--- src/rtl/core/assert_macros.svh ---
// assertion macros shared by the rtl files
// no dependencies; define ASSERT_OFF to compile the checks out
`ifndef ASSERT_MACROS_SVH
`define ASSERT_MACROS_SVH
`ifndef ASSERT_OFF
`define ASSERT_ALWAYS(lbl, clk_s, rstn_s, expr) \
  lbl: assert property (@(posedge clk_s) disable iff (!rstn_s) (expr)) \
    else $error("assertion failed");
`define ASSERT_IMPLIES(lbl, clk_s, rstn_s, ante, cons) \
  lbl: assert property (@(posedge clk_s) disable iff (!rstn_s) (ante) |-> (cons)) \
    else $error("assertion failed");
`else
`define ASSERT_ALWAYS(lbl, clk_s, rstn_s, expr)
`define ASSERT_IMPLIES(lbl, clk_s, rstn_s, ante, cons)
`endif
`endif

--- src/rtl/core/dfpp_pkg.sv ---
// shared types and constants of the delimited field packet parser
// no dependencies
`default_nettype none
package dfpp_pkg;

  localparam int FIELD_TYPES = 16;
  localparam int ID_BYTES    = 4;
  localparam int COUNT_BYTES = 2;
  // id bytes that land in the 32-bit packet id
  localparam int ID_KEEP     = 4;
  localparam int ID_SEL_W    = $clog2(ID_KEEP);

  localparam int Q_DEPTH = 4;
  localparam int Q_PTR_W = $clog2(Q_DEPTH);
  localparam int Q_CNT_W = $clog2(Q_DEPTH + 1);

  localparam logic [2:0] CFG_START_BYTE  = 3'd0;
  localparam logic [2:0] CFG_END_BYTE    = 3'd1;
  localparam logic [2:0] CFG_SIZES_LOW   = 3'd2;
  localparam logic [2:0] CFG_SIZES_HIGH  = 3'd3;

  localparam logic [2:0] EV_CONSUMED = 3'd0;
  localparam logic [2:0] EV_DATA     = 3'd1;
  localparam logic [2:0] EV_EMPTY    = 3'd2;
  localparam logic [2:0] EV_DONE     = 3'd3;
  localparam logic [2:0] EV_DROP     = 3'd4;
  localparam logic [2:0] EV_UNKNOWN  = 3'd5;

  // one classified byte as it travels from front to back
  typedef struct packed {
    logic [7:0] data;
    logic       is_start;
    logic       is_end;
    logic       known;
    logic [7:0] size;
  } entry_t;

  typedef struct packed {
    logic               empty;
    logic               full;
    logic [Q_CNT_W-1:0] count;
  } q_stat_t;

endpackage
`default_nettype wire

--- src/rtl/core/dfpp_front.sv ---
// front end: configuration registers and per-byte classification
// depends on dfpp_pkg
`default_nettype none
module dfpp_front (
  input  wire logic            clk,
  input  wire logic            rst_n,
  input  wire logic            cfg_we,
  input  wire logic [2:0]      cfg_index,
  input  wire logic [63:0]     cfg_wdata,
  input  wire logic [7:0]      rx_byte,
  output dfpp_pkg::entry_t     entry
);
  import dfpp_pkg::*;

  logic [7:0]  start_byte_r;
  logic [7:0]  end_byte_r;
  logic [63:0] sizes_low_r;
  logic [63:0] sizes_high_r;
  logic [63:0] size_word;

  always_ff @(posedge clk) begin
    if (!rst_n) begin
      start_byte_r <= '0;
      end_byte_r   <= '0;
      sizes_low_r  <= '0;
      sizes_high_r <= '0;
    end else if (cfg_we) begin
      unique case (cfg_index)
        CFG_START_BYTE: start_byte_r <= cfg_wdata[7:0];
        CFG_END_BYTE:   end_byte_r   <= cfg_wdata[7:0];
        CFG_SIZES_LOW:  sizes_low_r  <= cfg_wdata;
        CFG_SIZES_HIGH: sizes_high_r <= cfg_wdata;
        default: ;
      endcase
    end
  end

  // size table lookup by the low type bits
  assign size_word = rx_byte[3] ? sizes_high_r : sizes_low_r;

  always_comb begin
    entry.data     = rx_byte;
    entry.is_start = (rx_byte == start_byte_r);
    entry.is_end   = (rx_byte == end_byte_r);
    entry.known    = (9'(rx_byte) < 9'(FIELD_TYPES));
    entry.size     = size_word[{rx_byte[2:0], 3'b000} +: 8];
  end

endmodule
`default_nettype wire

--- src/rtl/core/dfpp_queue.sv ---
// short fifo of classified bytes between front and back
// depends on dfpp_pkg
`default_nettype none
module dfpp_queue (
  input  wire logic         clk,
  input  wire logic         rst_n,
  input  wire logic         push,
  input  wire dfpp_pkg::entry_t push_entry,
  input  wire logic         pop,
  output dfpp_pkg::entry_t  head,
  output dfpp_pkg::q_stat_t stat
);
  import dfpp_pkg::*;

  entry_t             mem_r [Q_DEPTH];
  logic [Q_PTR_W-1:0] wr_ptr_r, wr_ptr_nxt;
  logic [Q_PTR_W-1:0] rd_ptr_r, rd_ptr_nxt;
  logic [Q_CNT_W-1:0] count_r, count_nxt;

  always_comb begin
    wr_ptr_nxt = push ? wr_ptr_r + Q_PTR_W'(1) : wr_ptr_r;
    rd_ptr_nxt = pop ? rd_ptr_r + Q_PTR_W'(1) : rd_ptr_r;
    count_nxt  = count_r + Q_CNT_W'(push) - Q_CNT_W'(pop);
  end

  always_ff @(posedge clk) begin
    if (!rst_n) begin
      wr_ptr_r <= '0;
      rd_ptr_r <= '0;
      count_r  <= '0;
    end else begin
      wr_ptr_r <= wr_ptr_nxt;
      rd_ptr_r <= rd_ptr_nxt;
      count_r  <= count_nxt;
    end
  end

  always_ff @(posedge clk) begin
    if (push) begin
      mem_r[wr_ptr_r] <= push_entry;
    end
  end

  assign head       = mem_r[rd_ptr_r];
  assign stat.empty = (count_r == '0);
  assign stat.full  = (count_r == Q_CNT_W'(Q_DEPTH));
  assign stat.count = count_r;

endmodule
`default_nettype wire

--- src/rtl/core/dfpp_back.sv ---
// back end: packet parse state machine and output register
// depends on dfpp_pkg
`default_nettype none
module dfpp_back (
  input  wire logic         clk,
  input  wire logic         rst_n,
  input  wire dfpp_pkg::entry_t  head,
  input  wire dfpp_pkg::q_stat_t q_stat,
  output logic              pop,
  output logic              out_valid,
  input  wire logic         out_stall,
  output logic [2:0]        out_event_res,
  output logic [31:0]       out_packet_id,
  output logic [7:0]        out_packet_kind,
  output logic [7:0]        out_field_kind,
  output logic [15:0]       out_field_number,
  output logic [7:0]        out_data_out,
  output logic [7:0]        out_byte_index,
  output logic              out_last_of_field
);
  import dfpp_pkg::*;

  localparam logic [2:0] PH_HUNT  = 3'd0;
  localparam logic [2:0] PH_ID    = 3'd1;
  localparam logic [2:0] PH_KIND  = 3'd2;
  localparam logic [2:0] PH_COUNT = 3'd3;
  localparam logic [2:0] PH_FTYPE = 3'd4;
  localparam logic [2:0] PH_FDATA = 3'd5;
  localparam logic [2:0] PH_END   = 3'd6;

  logic [2:0]  phase_r, phase_nxt;
  logic [31:0] id_r, id_nxt;
  logic [7:0]  kind_r, kind_nxt;
  logic [15:0] exp_r, exp_nxt;
  logic [15:0] fin_r, fin_nxt;
  logic [7:0]  fkind_r, fkind_nxt;
  logic [7:0]  bip_r, bip_nxt;
  logic [7:0]  plen_r, plen_nxt;

  logic [15:0] fin_inc;
  logic [7:0]  bip_inc;
  logic [15:0] exp_upd;
  logic [2:0]  ev;
  logic [7:0]  dout;
  logic [7:0]  bidx;
  logic        last;
  logic [15:0] fnum;

  logic        out_valid_r, out_valid_nxt;
  logic [2:0]  ev_r;
  logic [31:0] oid_r;
  logic [7:0]  okind_r;
  logic [7:0]  ofkind_r;
  logic [15:0] fnum_r;
  logic [7:0]  dout_r;
  logic [7:0]  bidx_r;
  logic        last_r;

  // take a beat from the queue whenever the output register is free or draining
  assign pop     = !q_stat.empty && (!out_valid_r || !out_stall);
  assign fin_inc = fin_r + 16'd1;
  assign bip_inc = bip_r + 8'd1;

  always_comb begin
    exp_upd = exp_r;
    if (bip_r < 8'(COUNT_BYTES)) begin
      exp_upd = exp_r | (16'(head.data) << {bip_r[0], 3'b000});
    end
  end

  always_comb begin
    phase_nxt = phase_r;
    id_nxt    = id_r;
    kind_nxt  = kind_r;
    exp_nxt   = exp_r;
    fin_nxt   = fin_r;
    fkind_nxt = fkind_r;
    bip_nxt   = bip_r;
    plen_nxt  = plen_r;
    ev        = EV_CONSUMED;
    dout      = '0;
    bidx      = '0;
    last      = 1'b0;
    fnum      = fin_r;
    unique case (phase_r)
      PH_HUNT: begin
        if (head.is_start) begin
          id_nxt    = '0;
          kind_nxt  = '0;
          exp_nxt   = '0;
          fin_nxt   = '0;
          fkind_nxt = '0;
          bip_nxt   = '0;
          plen_nxt  = '0;
          fnum      = '0;
          phase_nxt = PH_ID;
        end else begin
          ev = EV_DROP;
        end
      end
      PH_ID: begin
        if (bip_r < 8'(ID_KEEP)) begin
          id_nxt = id_r | (32'(head.data) << {bip_r[ID_SEL_W-1:0], 3'b000});
        end
        if (bip_inc >= 8'(ID_BYTES)) begin
          bip_nxt   = '0;
          phase_nxt = PH_KIND;
        end else begin
          bip_nxt = bip_inc;
        end
      end
      PH_KIND: begin
        kind_nxt  = head.data;
        phase_nxt = PH_COUNT;
      end
      PH_COUNT: begin
        exp_nxt = exp_upd;
        if (bip_inc >= 8'(COUNT_BYTES)) begin
          bip_nxt   = '0;
          phase_nxt = (exp_upd == '0) ? PH_END : PH_FTYPE;
        end else begin
          bip_nxt = bip_inc;
        end
      end
      PH_FTYPE: begin
        fkind_nxt = head.data;
        if (!head.known) begin
          ev        = EV_UNKNOWN;
          phase_nxt = PH_HUNT;
        end else begin
          plen_nxt = head.size;
          bip_nxt  = '0;
          if (head.size == '0) begin
            ev        = EV_EMPTY;
            fin_nxt   = fin_inc;
            phase_nxt = (fin_inc == exp_r) ? PH_END : PH_FTYPE;
          end else begin
            phase_nxt = PH_FDATA;
          end
        end
      end
      PH_FDATA: begin
        ev   = EV_DATA;
        dout = head.data;
        bidx = bip_r;
        if (bip_inc >= plen_r) begin
          last      = 1'b1;
          bip_nxt   = '0;
          fin_nxt   = fin_inc;
          phase_nxt = (fin_inc == exp_r) ? PH_END : PH_FTYPE;
        end else begin
          bip_nxt = bip_inc;
        end
      end
      PH_END: begin
        if (head.is_end) begin
          ev        = EV_DONE;
          phase_nxt = PH_HUNT;
        end else begin
          ev = EV_DROP;
        end
      end
      default: begin
        ev        = EV_DROP;
        phase_nxt = PH_HUNT;
      end
    endcase
  end

  always_comb begin
    if (pop) begin
      out_valid_nxt = 1'b1;
    end else if (!out_stall) begin
      out_valid_nxt = 1'b0;
    end else begin
      out_valid_nxt = out_valid_r;
    end
  end

  always_ff @(posedge clk) begin
    if (!rst_n) begin
      phase_r     <= PH_HUNT;
      id_r        <= '0;
      kind_r      <= '0;
      exp_r       <= '0;
      fin_r       <= '0;
      fkind_r     <= '0;
      bip_r       <= '0;
      plen_r      <= '0;
      out_valid_r <= 1'b0;
    end else begin
      out_valid_r <= out_valid_nxt;
      if (pop) begin
        phase_r <= phase_nxt;
        id_r    <= id_nxt;
        kind_r  <= kind_nxt;
        exp_r   <= exp_nxt;
        fin_r   <= fin_nxt;
        fkind_r <= fkind_nxt;
        bip_r   <= bip_nxt;
        plen_r  <= plen_nxt;
      end
    end
  end

  always_ff @(posedge clk) begin
    if (pop) begin
      ev_r     <= ev;
      oid_r    <= id_nxt;
      okind_r  <= kind_nxt;
      ofkind_r <= fkind_nxt;
      fnum_r   <= fnum;
      dout_r   <= dout;
      bidx_r   <= bidx;
      last_r   <= last;
    end
  end

  assign out_valid         = out_valid_r;
  assign out_event_res     = ev_r;
  assign out_packet_id     = oid_r;
  assign out_packet_kind   = okind_r;
  assign out_field_kind    = ofkind_r;
  assign out_field_number  = fnum_r;
  assign out_data_out      = dout_r;
  assign out_byte_index    = bidx_r;
  assign out_last_of_field = last_r;

endmodule
`default_nettype wire

--- src/rtl/core/delimited_field_packet_parser.sv ---
// Delimited field packet parser. Takes one received byte per beat and gives one
// result per byte: hunts for start_byte, gathers a little-endian id, a packet type
// and a little-endian field count, then walks the fields (type byte plus the
// configured number of data bytes) and waits for end_byte. Sustains one byte per clock
// while out_stall is low; an accepted byte is queued and its result is registered onto
// out_valid when dfpp_back pops it. A four-beat queue between the classifying front and
// the parse state machine takes up to four more bytes while out_stall holds a result.
// Depends on dfpp_pkg, dfpp_front, dfpp_queue, dfpp_back and assert_macros.svh.
`default_nettype none
`include "assert_macros.svh"
module delimited_field_packet_parser (
  input  wire logic        clk,
  input  wire logic        rst_n,
  input  wire logic        in_valid,
  output logic             in_stall,
  input  wire logic [7:0]  in_rx_byte,
  output logic             out_valid,
  input  wire logic        out_stall,
  output logic [2:0]       out_event_res,
  output logic [31:0]      out_packet_id,
  output logic [7:0]       out_packet_kind,
  output logic [7:0]       out_field_kind,
  output logic [15:0]      out_field_number,
  output logic [7:0]       out_data_out,
  output logic [7:0]       out_byte_index,
  output logic             out_last_of_field,
  input  wire logic        cfg_we,
  input  wire logic [2:0]  cfg_index,
  input  wire logic [63:0] cfg_wdata
);
  import dfpp_pkg::*;

  entry_t  front_entry;
  entry_t  q_head;
  q_stat_t q_stat;
  logic    q_push;
  logic    q_pop;

  assign in_stall = q_stat.full;
  assign q_push   = in_valid && !q_stat.full;

  dfpp_front u_front (
    .clk       (clk),
    .rst_n     (rst_n),
    .cfg_we    (cfg_we),
    .cfg_index (cfg_index),
    .cfg_wdata (cfg_wdata),
    .rx_byte   (in_rx_byte),
    .entry     (front_entry)
  );

  dfpp_queue u_queue (
    .clk        (clk),
    .rst_n      (rst_n),
    .push       (q_push),
    .push_entry (front_entry),
    .pop        (q_pop),
    .head       (q_head),
    .stat       (q_stat)
  );

  dfpp_back u_back (
    .clk               (clk),
    .rst_n             (rst_n),
    .head              (q_head),
    .q_stat            (q_stat),
    .pop               (q_pop),
    .out_valid         (out_valid),
    .out_stall         (out_stall),
    .out_event_res     (out_event_res),
    .out_packet_id     (out_packet_id),
    .out_packet_kind   (out_packet_kind),
    .out_field_kind    (out_field_kind),
    .out_field_number  (out_field_number),
    .out_data_out      (out_data_out),
    .out_byte_index    (out_byte_index),
    .out_last_of_field (out_last_of_field)
  );

  // queue occupancy stays within its depth
  `ASSERT_ALWAYS(a_q_count, clk, rst_n, q_stat.count <= Q_CNT_W'(Q_DEPTH))
  // the back end only pops a queue that holds a beat
  `ASSERT_IMPLIES(a_pop_nonempty, clk, rst_n, q_pop, !q_stat.empty)
  // data fields are zero unless the result carries a field byte
  `ASSERT_IMPLIES(a_data_only, clk, rst_n, out_valid && (out_event_res != EV_DATA),
    (out_data_out == 8'd0) && (out_byte_index == 8'd0) && !out_last_of_field)

endmodule
`default_nettype wire

--- config.mk ---
export PLATFORM = sky130hd
export DESIGN_NAME = delimited_field_packet_parser
export DESIGN_NICKNAME = d
export VERILOG_FILES = /design/src/rtl/core/dfpp_pkg.sv /design/src/rtl/core/dfpp_front.sv /design/src/rtl/core/dfpp_queue.sv /design/src/rtl/core/dfpp_back.sv /design/src/rtl/core/delimited_field_packet_parser.sv
export VERILOG_INCLUDE_DIRS = /design/src /design/src/rtl/core
export SDC_FILE = /design/constraint.sdc
export NUM_CORES = 1
export LEC_CHECK = 0
export ABC_AREA = 0
export BUFFER_PORTS_ARGS = -buffer_cell sky130_fd_sc_hd__buf_2
export CELL_PAD_IN_SITES_DETAIL_PLACEMENT = 1
export CELL_PAD_IN_SITES_GLOBAL_PLACEMENT = 1
export CORE_UTILIZATION = 43
export DETAILED_ROUTE_END_ITERATION = 7
export PLACE_DENSITY_LB_ADDON = 0.08
export SLEW_MARGIN = 15
export SYNTH_ARGS = -nofsm -noshare
export SYNTH_HDL_FRONTEND = slang
export SYNTH_SLANG_ARGS = --single-unit
--- constraint.sdc ---
create_clock -name clk -period 5.58 [get_ports clk]
set_input_delay 1.116 -clock clk [delete_from_list [all_inputs] [get_ports clk]]
set_output_delay 1.116 -clock clk [all_outputs]
set_load 0.02 [all_outputs]
After elaboration in Yosys (flattened, before gate mapping)
Memories as Yosys holds them, arrays and structs flattened. A register that Yosys moved wholly into a read port is not among the register bits.
Index checks and enable logic that the tools add are counted.
- register bits: 335
- bits in writable memories: 76
- output and inout bits: 86
- logic and storage cells: 136
- memories: 1
- memory list (name ; words ; bits a word ; rd ports ; clocked after Yosys merged registers in ; wr ports ; RTL line ; RTL):
    u_queue.mem_r ; 4 ; 19 ; 1 ; 1 ; 1 ; dfpp_queue.sv:15 ; entry_t mem_r [Q_DEPTH];
- add/sub/neg operators: 6
- order comparisons: 6
- equal/unequal tests: 21
- shift-type cells: 3
- mux-type cells: 47
- bitwise logic cells: 2
- reductions and logical operators: 26
- operator list (kind ; number):
    16-bit two-way mux ; 7
    32-bit two-way mux ; 2
    64-bit two-way mux ; 1
    8-bit two-way mux ; 8
    32-bit case mux with 2 select lines ; 1
    64-bit by 7-bit variable part select with 8-bit output ; 1
    16-bit case mux with 3 select lines ; 1
    8-bit case mux with 2 select lines ; 3
    8-bit case mux with 5 select lines ; 1
    32-bit OR ; 1
    16-bit case mux with 2 select lines ; 1
    8-bit by 5-bit << shifter with 32-bit output ; 1
    3-bit two-way mux ; 10
    3-bit case mux with 7 select lines ; 1
    16-bit by 1-bit adder with 16-bit output, second input constant ; 1
    16-bit == test ; 1
    8-bit == test ; 2
    16-bit logical NOT ; 1
    16-bit OR ; 1
    8-bit by 4-bit << shifter with 16-bit output ; 1
    3-bit case mux with 5 select lines ; 1
    3-bit by 2-bit == test with 1-bit output, second input constant ; 4
    3-bit == test, second input constant ; 4
    2-bit by 1-bit != test with 1-bit output, second input constant ; 6
    other kinds (28) ; 50

Logic depth before layout (Yosys ltp)
Gate-level depths: netlist (run 1).
- depth in word-level cells: 7
- depth in mapped cells: 15
- mapped depth without buffers: 12

Cells and area by module
From an unflattened synthesis (run 1), not the netlist that was laid out.
- cells, all modules: 1702
- area, all modules: 18201.2 µm²
- by module, submodules not included (module ; times used ; cells an instance ; area an instance (µm²)):
    dfpp_back ; 1 ; 837 ; 8405.6
    dfpp_front ; 1 ; 723 ; 6560.0
    dfpp_queue ; 1 ; 141 ; 3221.8
    delimited_field_packet_parser ; 1 ; 1 ; 13.8

Worst setup path after synthesis (run 1)
Ideal clock, no wire load.
- path kind: in2reg
- from: input out_stall
- to: register u_queue.count_r[2]
- setup time: 0.115 ns
- arrival: 5.787 ns
- path slack: -0.322 ns
- stages on the path: 12
- buffers on the path: 2
- cells stage by stage: a21o_1 > inv_1 > clkbuf_1 > clkbuf_1 > ha_1 > inv_1 > ha_1 > inv_1 > fa_1 > xnor2_1 > xnor2_1 > and2_1
- longest elaborated chain between the ends: 4
- RTL lines (what ; RTL line ; RTL):
    from (decl) ; delimited_field_packet_parser.sv:18 ; input wire logic out_stall,
    1-bit logical NOT ; dfpp_back.sv:60 ; assign pop = !q_stat.empty && (!out_valid_r || !out_stall);
    1-bit logical OR ; dfpp_back.sv:60 ;
    1-bit logical AND ; dfpp_back.sv:60 ;
    net q_pop ; delimited_field_packet_parser.sv:37 ; logic q_pop;
    3-bit by 1-bit subtractor with 3-bit output ; dfpp_queue.sv:23 ; count_nxt = count_r + Q_CNT_W'(push) - Q_CNT_W'(pop);
    to (signal assigned) ; dfpp_queue.sv:34 ; count_r <= count_nxt;
    to (decl) ; dfpp_queue.sv:18 ; logic [Q_CNT_W-1:0] count_r, count_nxt;
The timed path passes the listed nets, and every way through them passes these cells.
A chain may end at the register's enable or synchronous reset.

Final worst setup path (run 1)
- from: register u_back.bip_r[0]
- to: register u_back.fin_r[10]
- longest elaborated chain between the ends: 4
- RTL lines (what ; RTL line ; RTL):
    from (decl) ; dfpp_back.sv:37 ; logic [7:0] bip_r, bip_nxt;
    from (signal assigned) ; dfpp_back.sv:200 ; bip_r <= bip_nxt;
    8-bit by 1-bit adder with 8-bit output ; dfpp_back.sv:62 ; assign bip_inc = bip_r + 8'd1;
    8-bit greater-or-equal comparator ; dfpp_back.sv:146 ; if (bip_inc >= plen_r) begin
    2-bit by 1-bit != test with 1-bit output (no source line) ; - ;
    5-bit AND reduction (no source line) ; - ;
    to (signal assigned) ; dfpp_back.sv:198 ; fin_r <= fin_nxt;
    to (decl) ; dfpp_back.sv:35 ; logic [15:0] fin_r, fin_nxt;
Every way passes these cells.

==> results of run 1 <==
[kinds of logic after synthesis]
group | after synthesis | share of synthesized area
multiplexers | 69 | 0.08118
AND/OR/NAND/NOR | 610 | 0.1485
flip-flops | 413 | 0.5558
AO/OA/AOI/OAI | 351 | 0.1442
adder cells (fa/ha/maj) | 18 | 0.01311
XOR/XNOR | 45 | 0.02220
buffers and inverters | 156 | 0.03495
[flip-flops by register name, summed over array words and instances, names as in the netlist, 3 cells and up, named ones only]
signal                   count
u_front.sizes_high_r        64
u_back.out_data_out          8
u_back.id_r                 32
u_queue.count_r              3
u_front.sizes_low_r         64
u_queue.mem_r               76
u_back.out_byte_index        8
u_back.out_packet_id        32
u_back.plen_r                8
u_back.out_packet_kind       8
u_back.fin_r                16
u_back.out_event_res         3
u_back.out_field_kind        8
u_back.out_field_number     16
u_back.phase_r               3
u_front.start_byte_r         8
u_back.kind_r                8
u_front.end_byte_r           8
u_back.bip_r                 8
u_back.exp_r                16
u_back.fkind_r               8
[per-stage QoR]
stage	power (mW)	worst slack [ns]	instances
4_1_cts	9.211	1.862	2334
3_5_place_dp	6.158	1.953	2251
2_1_floorplan	5.372	1.123	1662
5_1_grt	9.531	1.542	2334
3_3_place_gp	6.090	1.986	2251
6_report	9.095	1.935	2335
[per-layer routing]
metal / up-vias / part of all wire / global-route usage
met2: 226 / 0.52 / 0.4172
met4: 6 / 0.021 / 0.06720
li1: 6112 / - / -
met5: - / 0.00078 / 0
met3: 67 / 0.039 / 0.03785
met1: 6372 / 0.42 / 0.2807
[placed cells by master (no fill, tap or decap), drive strengths merged, types with 15 or more instances in the layout]
master,Yosys,routed
nand2,370,370
dfxtp,253,253
buf,18,180
edfxtp,160,160
a21boi,138,138
nor2,91,91
a21oi,61,61
clkbuf,105,60
mux4,59,59
a22oi,52,52
a22o,42,42
xnor2,36,36
and2,35,35
nand3,33,33
inv,32,32
o21ai,20,20
ha,17,17
clkinv,1,15
[cell type report]
cell class                 count  area, sq um
multi-input combinational   1093         7300
antenna                        1        2.502
fill                        4449        20340
tap                          532        665.6
sequential                   413         9869
timing repair buffer         180        940.9
clock inverter                23        280.3
clock buffer                  60         1215
inverter                      33        126.4
[where the power goes]
group,total [mW],internal (mW),switching [mW]
logic,2.20,0.622,1.58
registers,3.86,3.67,0.190
clock network,3.04,1.81,1.23
[worst max-delay path: cells and delay by family (launching register included)]
family	cells	cell delay [ns]
xor gates and xnor gates	1	0.11
buffers and inverters	1	0.10
AOI/OAI and AO/OA	4	1.17
adders and majority gates	2	0.71
and+or+nand+nor	4	0.72
DFF	1	0.72
[final timing paths]
path                         endpoint  slack, ns  depth (start not counted)
max                  u_back.fin_r[10]       1.94                         12
min          u_front.sizes_high_r[57]       0.45                          2
max reg2reg          u_back.fin_r[10]       1.94                         12
min reg2reg  u_front.sizes_high_r[57]       0.45                          2
==> impl_metrics.py, run 1 <==
metrics = {
    "pwr": {
        "leakagePower_nw": 7.256,
        "peakVddDrop_v": 0.0002733,
        "power.density_nw_per_um2": 445.8,
    },
    "critical_path": {
        "cpMaxStageDelayCell": "a21oi_4",
        "path_class": "reg2reg",
        "crit_top_cell": "ha_1",
        "cp-start-kind": "register",
        "crit_start": "u_back.bip_r[0]",
        "cp_max_fo": 30,
        "cp.required_ns": 6.08,
        "crit_path_max_incr_delay_ns": 0.76,
        "crit_arrival_ns": 4.15,
        "r2r-start": "u_back.bip_r[0]",
        "cp-end-kind": "register",
        "crit_chain": "ha_1 > inv_1 > nor2_1 > xor2_1 > ha_1 > nand2_1 > o21ai_0 > a21oi_1 > nand2b_1 > a21oi_4 > and3_1 > a221o_1",
    },
    "hold_path": {
        "hp-class": "reg2reg",
        "hold_start": "u_front.sizes_high_r[57]",
    },
    "yosys": {
        "ys.flop_type": "dfxtp_1",
        "synth_cells": 1662,
        "synthTopCellsByCount": "370 x nand2_1, 253 x dfxtp_1, 160 x edfxtp_1",
        "synth_most_common_cell": "nand2_1",
        "ys.warnings.count": 0,
        "syn_nets": 1760,
        "ys_types": 63,
        "synth_largest_area_cell": "dfxtp_1",
        "synth_area_sq_um": 17760,
        "synth_top_area_frac": 0.2853,
        "yosys-top-cells-area": "dfxtp_1 29%, edfxtp_1 27%, nand2_1 7.8%",
        "synth_seq_cells": 413,
        "synth_area_per_cell_sq_um": 10.68,
        "synth-edff-count": 160,
        "ys_seq_area_frac": 0.5558,
        "async_reset_ff_frac": 0,
    },
    "sta": {
        "tightest_slew_ns": 1.144,
        "timing.hold.ws_ns": 0.4542,
        "skew_ns": 0.02279,
        "finalCritPeriodShare": 0.6532,
        "rsz0062_at_grt": "no",
        "fmax_mhz": 274.4,
        "finalSetupTns_ns": 0,
        "layout_min_cycle_time_ns": 3.645,
        "maxSlewHeadroom": 0.2312,
        "drv_slew": 0,
        "hold_violations": 0,
        "finalSetupViolCount": 0,
    },
    "clock_network": {
        "cts_tree": "yes",
        "clkTransAtPathRegs_ns": 0.07,
        "cts_max_level": 2,
        "clock_latency_ns": 0.58,
        "post_cts_buffers": 0,
        "cts_buffer_depth": 3,
        "cts_buffers": 45,
        "holdBufCountCts": 0,
        "root_buffer": "clkbuf_16",
        "postCtsResizedCells": 0,
        "clock-sinks": 413,
    },
    "floorplan": {
        "die_h_um": 205.2,
        "rows": 74,
        "die_x_um": 205.2,
        "start_util": 0.4358,
        "die_area_sq_um": 42110,
        "core_sq_um": 40740,
        "ios": 166,
    },
    "route": {
        "routed_wl_mm": 47.60,
        "drt_iter0_drc": 632,
        "vias": 12780,
        "ant_nets": 0,
        "drc_errors": 0,
        "wl_per_cell_um": 20.39,
        "first_pass_iters": 5,
        "vias_per_cell": 5.475,
    },
    "placed_design": {
        "io_buffers": 165,
        "place.gp.congestion": 0.8086,
        "placed_cell_area_sq_um": 18900,
        "dp_hpwl_mm": 31.76,
    },
    "finish": {
        "nets": 1864,
        "syn2layout_area_growth_pct": 14.89,
        "final_util": 0.5007,
        "drive_gt1_frac": 0.1820,
        "final_cell_area_sq_um": 20400,
    },
    "job": {
        "max-cap-violations": 0,
    },
    "grt": {
        "grt_pass1_wl_mm": 75.27,
        "track_usage": 0.2307,
        "grt_max_degree": 121,
        "grt_antenna_before_repair": 3,
        "grt_pass1_vias": 13210,
        "grt-ovfl-total": 0,
    },
    "run_status": {
        "status": "finished, final reports clean",
    },
}
Note: power is estimated with default switching activity, not from simulation.
==> run 2, diff against run 1 <==
==> constraint.sdc (replaced) <==
create_clock -name clk -period 3.3 [get_ports clk]
set_input_delay 0.66 -clock clk [delete_from_list [all_inputs] [get_ports clk]]
set_output_delay 0.66 -clock clk [all_outputs]
set_load 0.02 [all_outputs]
==> run 2 against run 1 <==
- register-to-register slack got worse by 1.7 ns
- critical path depth rose by 1
- clock-buffer cell count fell by 7
- non-clock buffer count rose by 29
- first-iteration DRC count rose by 20%
- sequential power rose by 68%
- cell area rose by 1.4%
- critical path type unchanged
- largest power group unchanged
- highest routed layer unchanged
==> impl_metrics.py, run 2 (synthesis gave the netlist of run 1 again) <==
metrics = {
    "grt": {
        "grt-ovfl-total": 0,
        "grt_antenna_before_repair": 7,
        "grt_pass1_vias": 13450,
        "grt_pass1_wl_mm": 76.20,
        "grt_max_degree": 111,
        "track_usage": 0.2340,
    },
    "finish": {
        "n_fill_cell": 4497,
        "final_cell_mix": "369 x nand2_1, 251 x dfxtp_1, 164 x buf_2, 160 x edfxtp_1, 138 x a21boi_0",
        "largest-register": "u_queue.mem_r",
        "largest_reg_flops": 76,
        "nets": 1893,
        "largest_registers": "u_queue.mem_r x76, u_front.sizes_high_r x64, u_front.sizes_low_r x64",
        "syn2layout_area_growth_pct": 16.55,
        "final_common_cell": "nand2_1",
        "drive_gt1_frac": 0.1972,
    },
    "placed_design": {
        "io_buffers": 165,
        "dp_hpwl_mm": 32.36,
        "place.gp.congestion": 0.8302,
        "pre_cts_slack_ns": 0.2064,
    },
    "sta": {
        "maxSlewHeadroom": 0.3368,
        "finalSetupTns_ns": 0,
        "layout_min_cycle_time_ns": 3.073,
        "fmax_mhz": 325.4,
        "finalCritPeriodShare": 0.9312,
        "hold_violations": 0,
        "finalSetupViolCount": 0,
        "timing.hold.ws_ns": 0.3357,
        "drv_slew": 0,
        "skew_ns": 0.01580,
        "tightest_slew_ns": 0.9948,
        "rsz0062_at_grt": "no",
        "timing.final.ws_setup_ns": 0.2270,
    },
    "hold_path": {
        "hold_start": "cfg_wdata[54]",
        "hp-class": "in2reg",
        "whs_path_depth": 3,
    },
    "critical_path": {
        "r2r-start": "u_back.bip_r[1]",
        "cp-end-kind": "register",
        "cp-start-kind": "register",
        "cp_max_fo": 6,
        "cp.required_ns": 3.75,
        "crit_path_max_incr_delay_ns": 0.45,
        "cpMaxStageDelayCell": "dfxtp_1",
        "r2r_setup_slack_ns": 0.23,
        "path_class": "reg2reg",
        "crit_start": "u_back.bip_r[1]",
        "crit_arrival_ns": 3.53,
        "r2r_cells": 13,
        "crit_chain": "ha_1 > inv_1 > nor2_1 > xor2_1 > ha_1 > nand2_1 > o21ai_0 > a21oi_1 > buf_4 > a22oi_1 > o211ai_1 > buf_4 > o311a_1",
    },
    "pwr": {
        "peakVddDrop_v": 0.0004838,
        "comb_power_share": 0.254,
        "seq_power_share": 0.420,
        "pwr-share-clk": 0.326,
        "power.density_nw_per_um2": 747.0,
        "p_sw_mw": 5.156,
        "p_int_mw": 10.30,
        "switching_share": 0.3335,
        "leakagePower_nw": 7.430,
        "finalPower_mw": 15.46,
    },
    "clock_network": {
        "root_buffer": "clkbuf_16",
        "clock-sinks": 413,
        "cts_buffers": 45,
        "cts_max_level": 2,
        "cts_tree": "yes",
        "clock_latency_ns": 0.57,
        "cts_buffer_depth": 3,
        "clkTransAtPathRegs_ns": 0.06,
    },
    "floorplan": {
        "die_h_um": 205.2,
        "die_x_um": 205.2,
        "rows": 74,
        "start_util": 0.4358,
        "ios": 166,
        "core_sq_um": 40740,
        "die_area_sq_um": 42110,
    },
    "route": {
        "drt_iter0_drc": 759,
        "first_pass_iters": 5,
        "ant_nets": 0,
        "vias": 13080,
        "routed_wl_mm": 48.67,
        "vias_per_cell": 5.531,
        "drc_errors": 0,
        "wl_per_cell_um": 20.58,
    },
    "job": {
        "max-cap-violations": 0,
    },
    "run_status": {
        "status": "finished, final reports clean",
    },
}
-- run 2: cell types whose count changed in the layout (fill, tap and decap cells not counted), moves of 2 or more --
| cell | before | now |
|---|---|---|
| buf_4 | 16 | 37 |
| clkbuf_1 | 12 | 3 |
| buf_12 | 0 | 8 |
| clkinv_1 | 4 | 11 |
| clkbuf_8 | 1 | 4 |
| bufinv_16 | 6 | 4 |
| clkinvlp_2 | 0 | 2 |
| dfxtp_1 | 253 | 251 |
| dfxtp_2 | 0 | 2 |
-- run 2: final timing paths --
| kind | endpoint |
|---|---|
| worst min register to register | u_front.sizes_high_r[41] |
| worst min-delay path | u_front.sizes_high_r[54] |
| worst max-delay path | u_back.phase_r[1] |
| worst max register to register | u_back.phase_r[1] |
-- run 2: what timing repair did --
item                                    in CTS  in global routing
gates resized for setup                      0                  3
endpoints found under the setup margin       0                 15
hold buffers                                 0                  0
buffers inserted                             0                  1
-- run 2: metrics by stage --
step,instances,cell area (sq um),utilization
after global routing,2363,20690,0.5079
final,2365,20690,0.5080
after floorplan,1662,17770,-
after detailed placement,2279,19200,0.4712
after global placement,2279,19200,0.4712
after CTS,2362,20670,0.5074
-- run 2: layer usage --
layer,vias to the layer above,part of all wire,GRT usage
li1,6166,-,-
met5,-,0.0012,0
met4,10,0.021,0.07037
met1,6594,0.43,0.2910
met2,236,0.51,0.4167
met3,75,0.039,0.03548
-- run 2: area by class of cell --
cell class                      instances  area (sq um)  area share
Inverter                               33         126.4    0.006106
Timing Repair Buffer                  209          1259     0.06082
Clock inverter                         30         257.7     0.01245
Antenna cell                            2         5.005   0.0002418
Multi-Input combinational cell       1093          7292      0.3524
Clock buffer                           53          1217     0.05883
Sequential cell                       413          9872      0.4770
Tap cell                              532         665.6     0.03216
-- run 2: power groups by stage --
stage	sequential (mW)	clock, mW	combinational, mW
6_report	6.50	5.04	3.92
5_1_grt	6.58	5.32	4.23
4_1_cts	6.51	5.15	3.94
3_5_place_dp	6.62	0	3.93
3_3_place_gp	6.58	0	3.87
2_1_floorplan	7.12	0	1.95
-- run 2: critical path: cells and delay by family (launching register included) --
family | cells | cell delay, ns
compound gates | 5 | 1.11
fa+ha+maj | 2 | 0.48
buf+inv | 3 | 0.46
flops | 1 | 0.45
xor+xnor | 1 | 0.26
simple gates | 2 | 0.19
==> run 3, diff against run 2 <==
--- a/config.mk
+++ b/config.mk
@@ -10,7 +10,7 @@
 export BUFFER_PORTS_ARGS = -buffer_cell sky130_fd_sc_hd__buf_2
 export CELL_PAD_IN_SITES_DETAIL_PLACEMENT = 1
 export CELL_PAD_IN_SITES_GLOBAL_PLACEMENT = 1
-export CORE_UTILIZATION = 43
+export CORE_UTILIZATION = 40
 export DETAILED_ROUTE_END_ITERATION = 7
 export PLACE_DENSITY_LB_ADDON = 0.08
 export SLEW_MARGIN = 15
==> run 3 against run 2 <==
- worst setup slack lost 0.017 ns
- sequential cell count stayed put
- clock skew decreased by 0.00059 ns
- critical endpoint is now u_back.fin_r[15]
- fmax is 0.55% lower
- cell area rose by 0.74%
- global-route usage is 1.3 points lower
==> impl_metrics.py, run 3 (synthesis gave the netlist of run 1 again) <==
metrics = {
    "sta": {
        "tightest_slew_ns": 0.8278,
        "layout_min_cycle_time_ns": 3.090,
        "fmax_mhz": 323.6,
        "hold_violations": 0,
        "skew_ns": 0.01522,
        "finalSetupViolCount": 0,
        "timing.final.ws_setup_ns": 0.2099,
        "finalSetupTns_ns": 0,
        "drv_slew": 0,
        "finalCritPeriodShare": 0.9364,
        "maxSlewHeadroom": 0.4439,
        "rsz0062_at_grt": "no",
    },
    "hold_path": {
        "hold_start": "cfg_wdata[56]",
        "whs_endpoint": "u_front.sizes_high_r[56]",
        "hp-class": "in2reg",
        "whs_path_depth": 3,
    },
    "clock_network": {
        "root_buffer": "clkbuf_16",
        "clkTransAtPathRegs_ns": 0.06,
        "cts_max_level": 2,
        "cts_buffer_depth": 3,
        "cts_buffers": 46,
        "cts_tree": "yes",
        "clock-sinks": 413,
        "clock_latency_ns": 0.57,
    },
    "finish": {
        "final_common_cell": "nand2_1",
        "final_util": 0.4798,
        "final_cell_mix": "369 x nand2_1, 253 x dfxtp_1, 164 x buf_2, 160 x edfxtp_1, 138 x a21boi_0",
        "drive_gt1_frac": 0.2021,
        "syn2layout_area_growth_pct": 17.42,
        "largest-register": "u_queue.mem_r",
        "largest_reg_flops": 76,
        "final_cell_count_no_fill": 2428,
        "largest_registers": "u_queue.mem_r x76, u_front.sizes_high_r x64, u_front.sizes_low_r x64",
        "nets": 1903,
    },
    "job": {
        "max-cap-violations": 0,
    },
    "floorplan": {
        "die_h_um": 212.7,
        "die_x_um": 212.7,
        "rows": 76,
        "ios": 166,
        "die_area_sq_um": 45240,
        "core_sq_um": 43460,
        "start_util": 0.4086,
    },
    "grt": {
        "grt-ovfl-total": 0,
        "grt_pass1_vias": 13620,
        "grt_antenna_before_repair": 6,
        "grt_pass1_wl_mm": 76.71,
        "grt_max_degree": 128,
        "track_usage": 0.2210,
    },
    "critical_path": {
        "cp.required_ns": 3.75,
        "cp-start-kind": "register",
        "r2r_setup_slack_ns": 0.21,
        "crit_arrival_ns": 3.54,
        "path_class": "reg2reg",
        "cp_max_fo": 16,
        "cp-end-kind": "register",
        "regToRegEndpoint": "u_back.fin_r[15]",
        "r2r-start": "u_back.bip_r[1]",
        "r2r_cells": 12,
    },
    "placed_design": {
        "pre_cts_slack_ns": 0.2141,
        "io_buffers": 165,
        "dp_hpwl_mm": 32.44,
        "dp_cells": 2342,
        "place.gp.congestion": 0.8763,
    },
    "pwr": {
        "power.density_nw_per_um2": 747.9,
        "leakagePower_nw": 7.482,
        "peakVddDrop_v": 0.0003711,
    },
    "route": {
        "first_pass_iters": 5,
        "vias": 12950,
        "drt_iter0_drc": 666,
        "ant_nets": 0,
        "drc_errors": 0,
        "routed_wl_mm": 49.00,
        "vias_per_cell": 5.333,
        "wl_per_cell_um": 20.18,
    },
    "run_status": {
        "status": "finished, final reports clean",
    },
}
## run 3: changes by cell type in the layout (fill, tap and decap cells not counted), sizes merged
cell      previous run  this run
clkbuf              53        59
inv                 32        33
clkinv              23        18
buf                209       218
clkinvlp             4         3
## run 3: layout make-up
class | count | area [sq um]
timing repair buffer | 218 | 1301
clock buffer | 59 | 1271
fill | 4804 | 22610
multi-input combinational | 1093 | 7303
inverter | 33 | 126.4
sequential | 413 | 9869
clock inverter | 25 | 240.2
tap | 585 | 732.0
antenna | 2 | 5.005
## run 3: critical path, stage by stage (launching register included)
cell and delay [ns]:
dfxtp_1 0.47, buf_4 0.20, nand2_1 0.11, nor2_1 0.13
nand2_1 0.09, xnor2_1 0.17, ha_1 0.32, nand2_1 0.07
o21ai_0 0.21, a21oi_2 0.11, nand2b_1 0.23, o311a_4 0.48
a221o_1 0.39
## run 3: worst max-delay path by stage
stage,slack [ns],end,start
2_1_floorplan,0.11,u_queue.count_r[2],out_stall
3_3_place_gp,0.32,u_back.fin_r[5],u_back.bip_r[1]
3_5_place_dp,0.21,u_back.fin_r[5],u_back.bip_r[1]
4_1_cts,0.20,u_back.fin_r[5],u_back.bip_r[1]
5_1_grt,0.02,u_back.fin_r[15],u_back.bip_r[1]
6_report,0.21,u_back.fin_r[15],u_back.bip_r[1]
## run 3: repair_timing
action,in CTS,in global routing
setup endpoints to repair,0,17
hold buffers,0,0
setup buffers,0,0
endpoints found under the hold margin,0,0
resized for setup,0,4
## run 3: layer usage
| layer | wire length (um) | global-route usage | vias up |
|---|---|---|---|
| li1 | - | - | 6189 |
| met1 | 20940 | 0.2695 | 6443 |
| met2 | 24880 | 0.3940 | 232 |
| met3 | 1980 | 0.04295 | 76 |
| met4 | 1145 | 0.06376 | 8 |
| met5 | 49 | 0 | - |
## run 3: power breakdown
group	internal, mW	switching (mW)	total, mW
clock network	3.04	2.09	5.13
logic	1.21	2.80	4.01
registers	6.19	0.266	6.46
## run 3: through the flow
step / hold WS (ns) / power, mW / area [sq um]
final: 0.3442 / 15.59 / 20850
after global routing: 0.3261 / 16.35 / 20840
after CTS: 0.3120 / 15.80 / 20830
after detailed placement: 0.4507 / 10.63 / 19310
after global placement: 0.4415 / 10.52 / 19310
after floorplan: 0.4331 / 9.073 / 17770
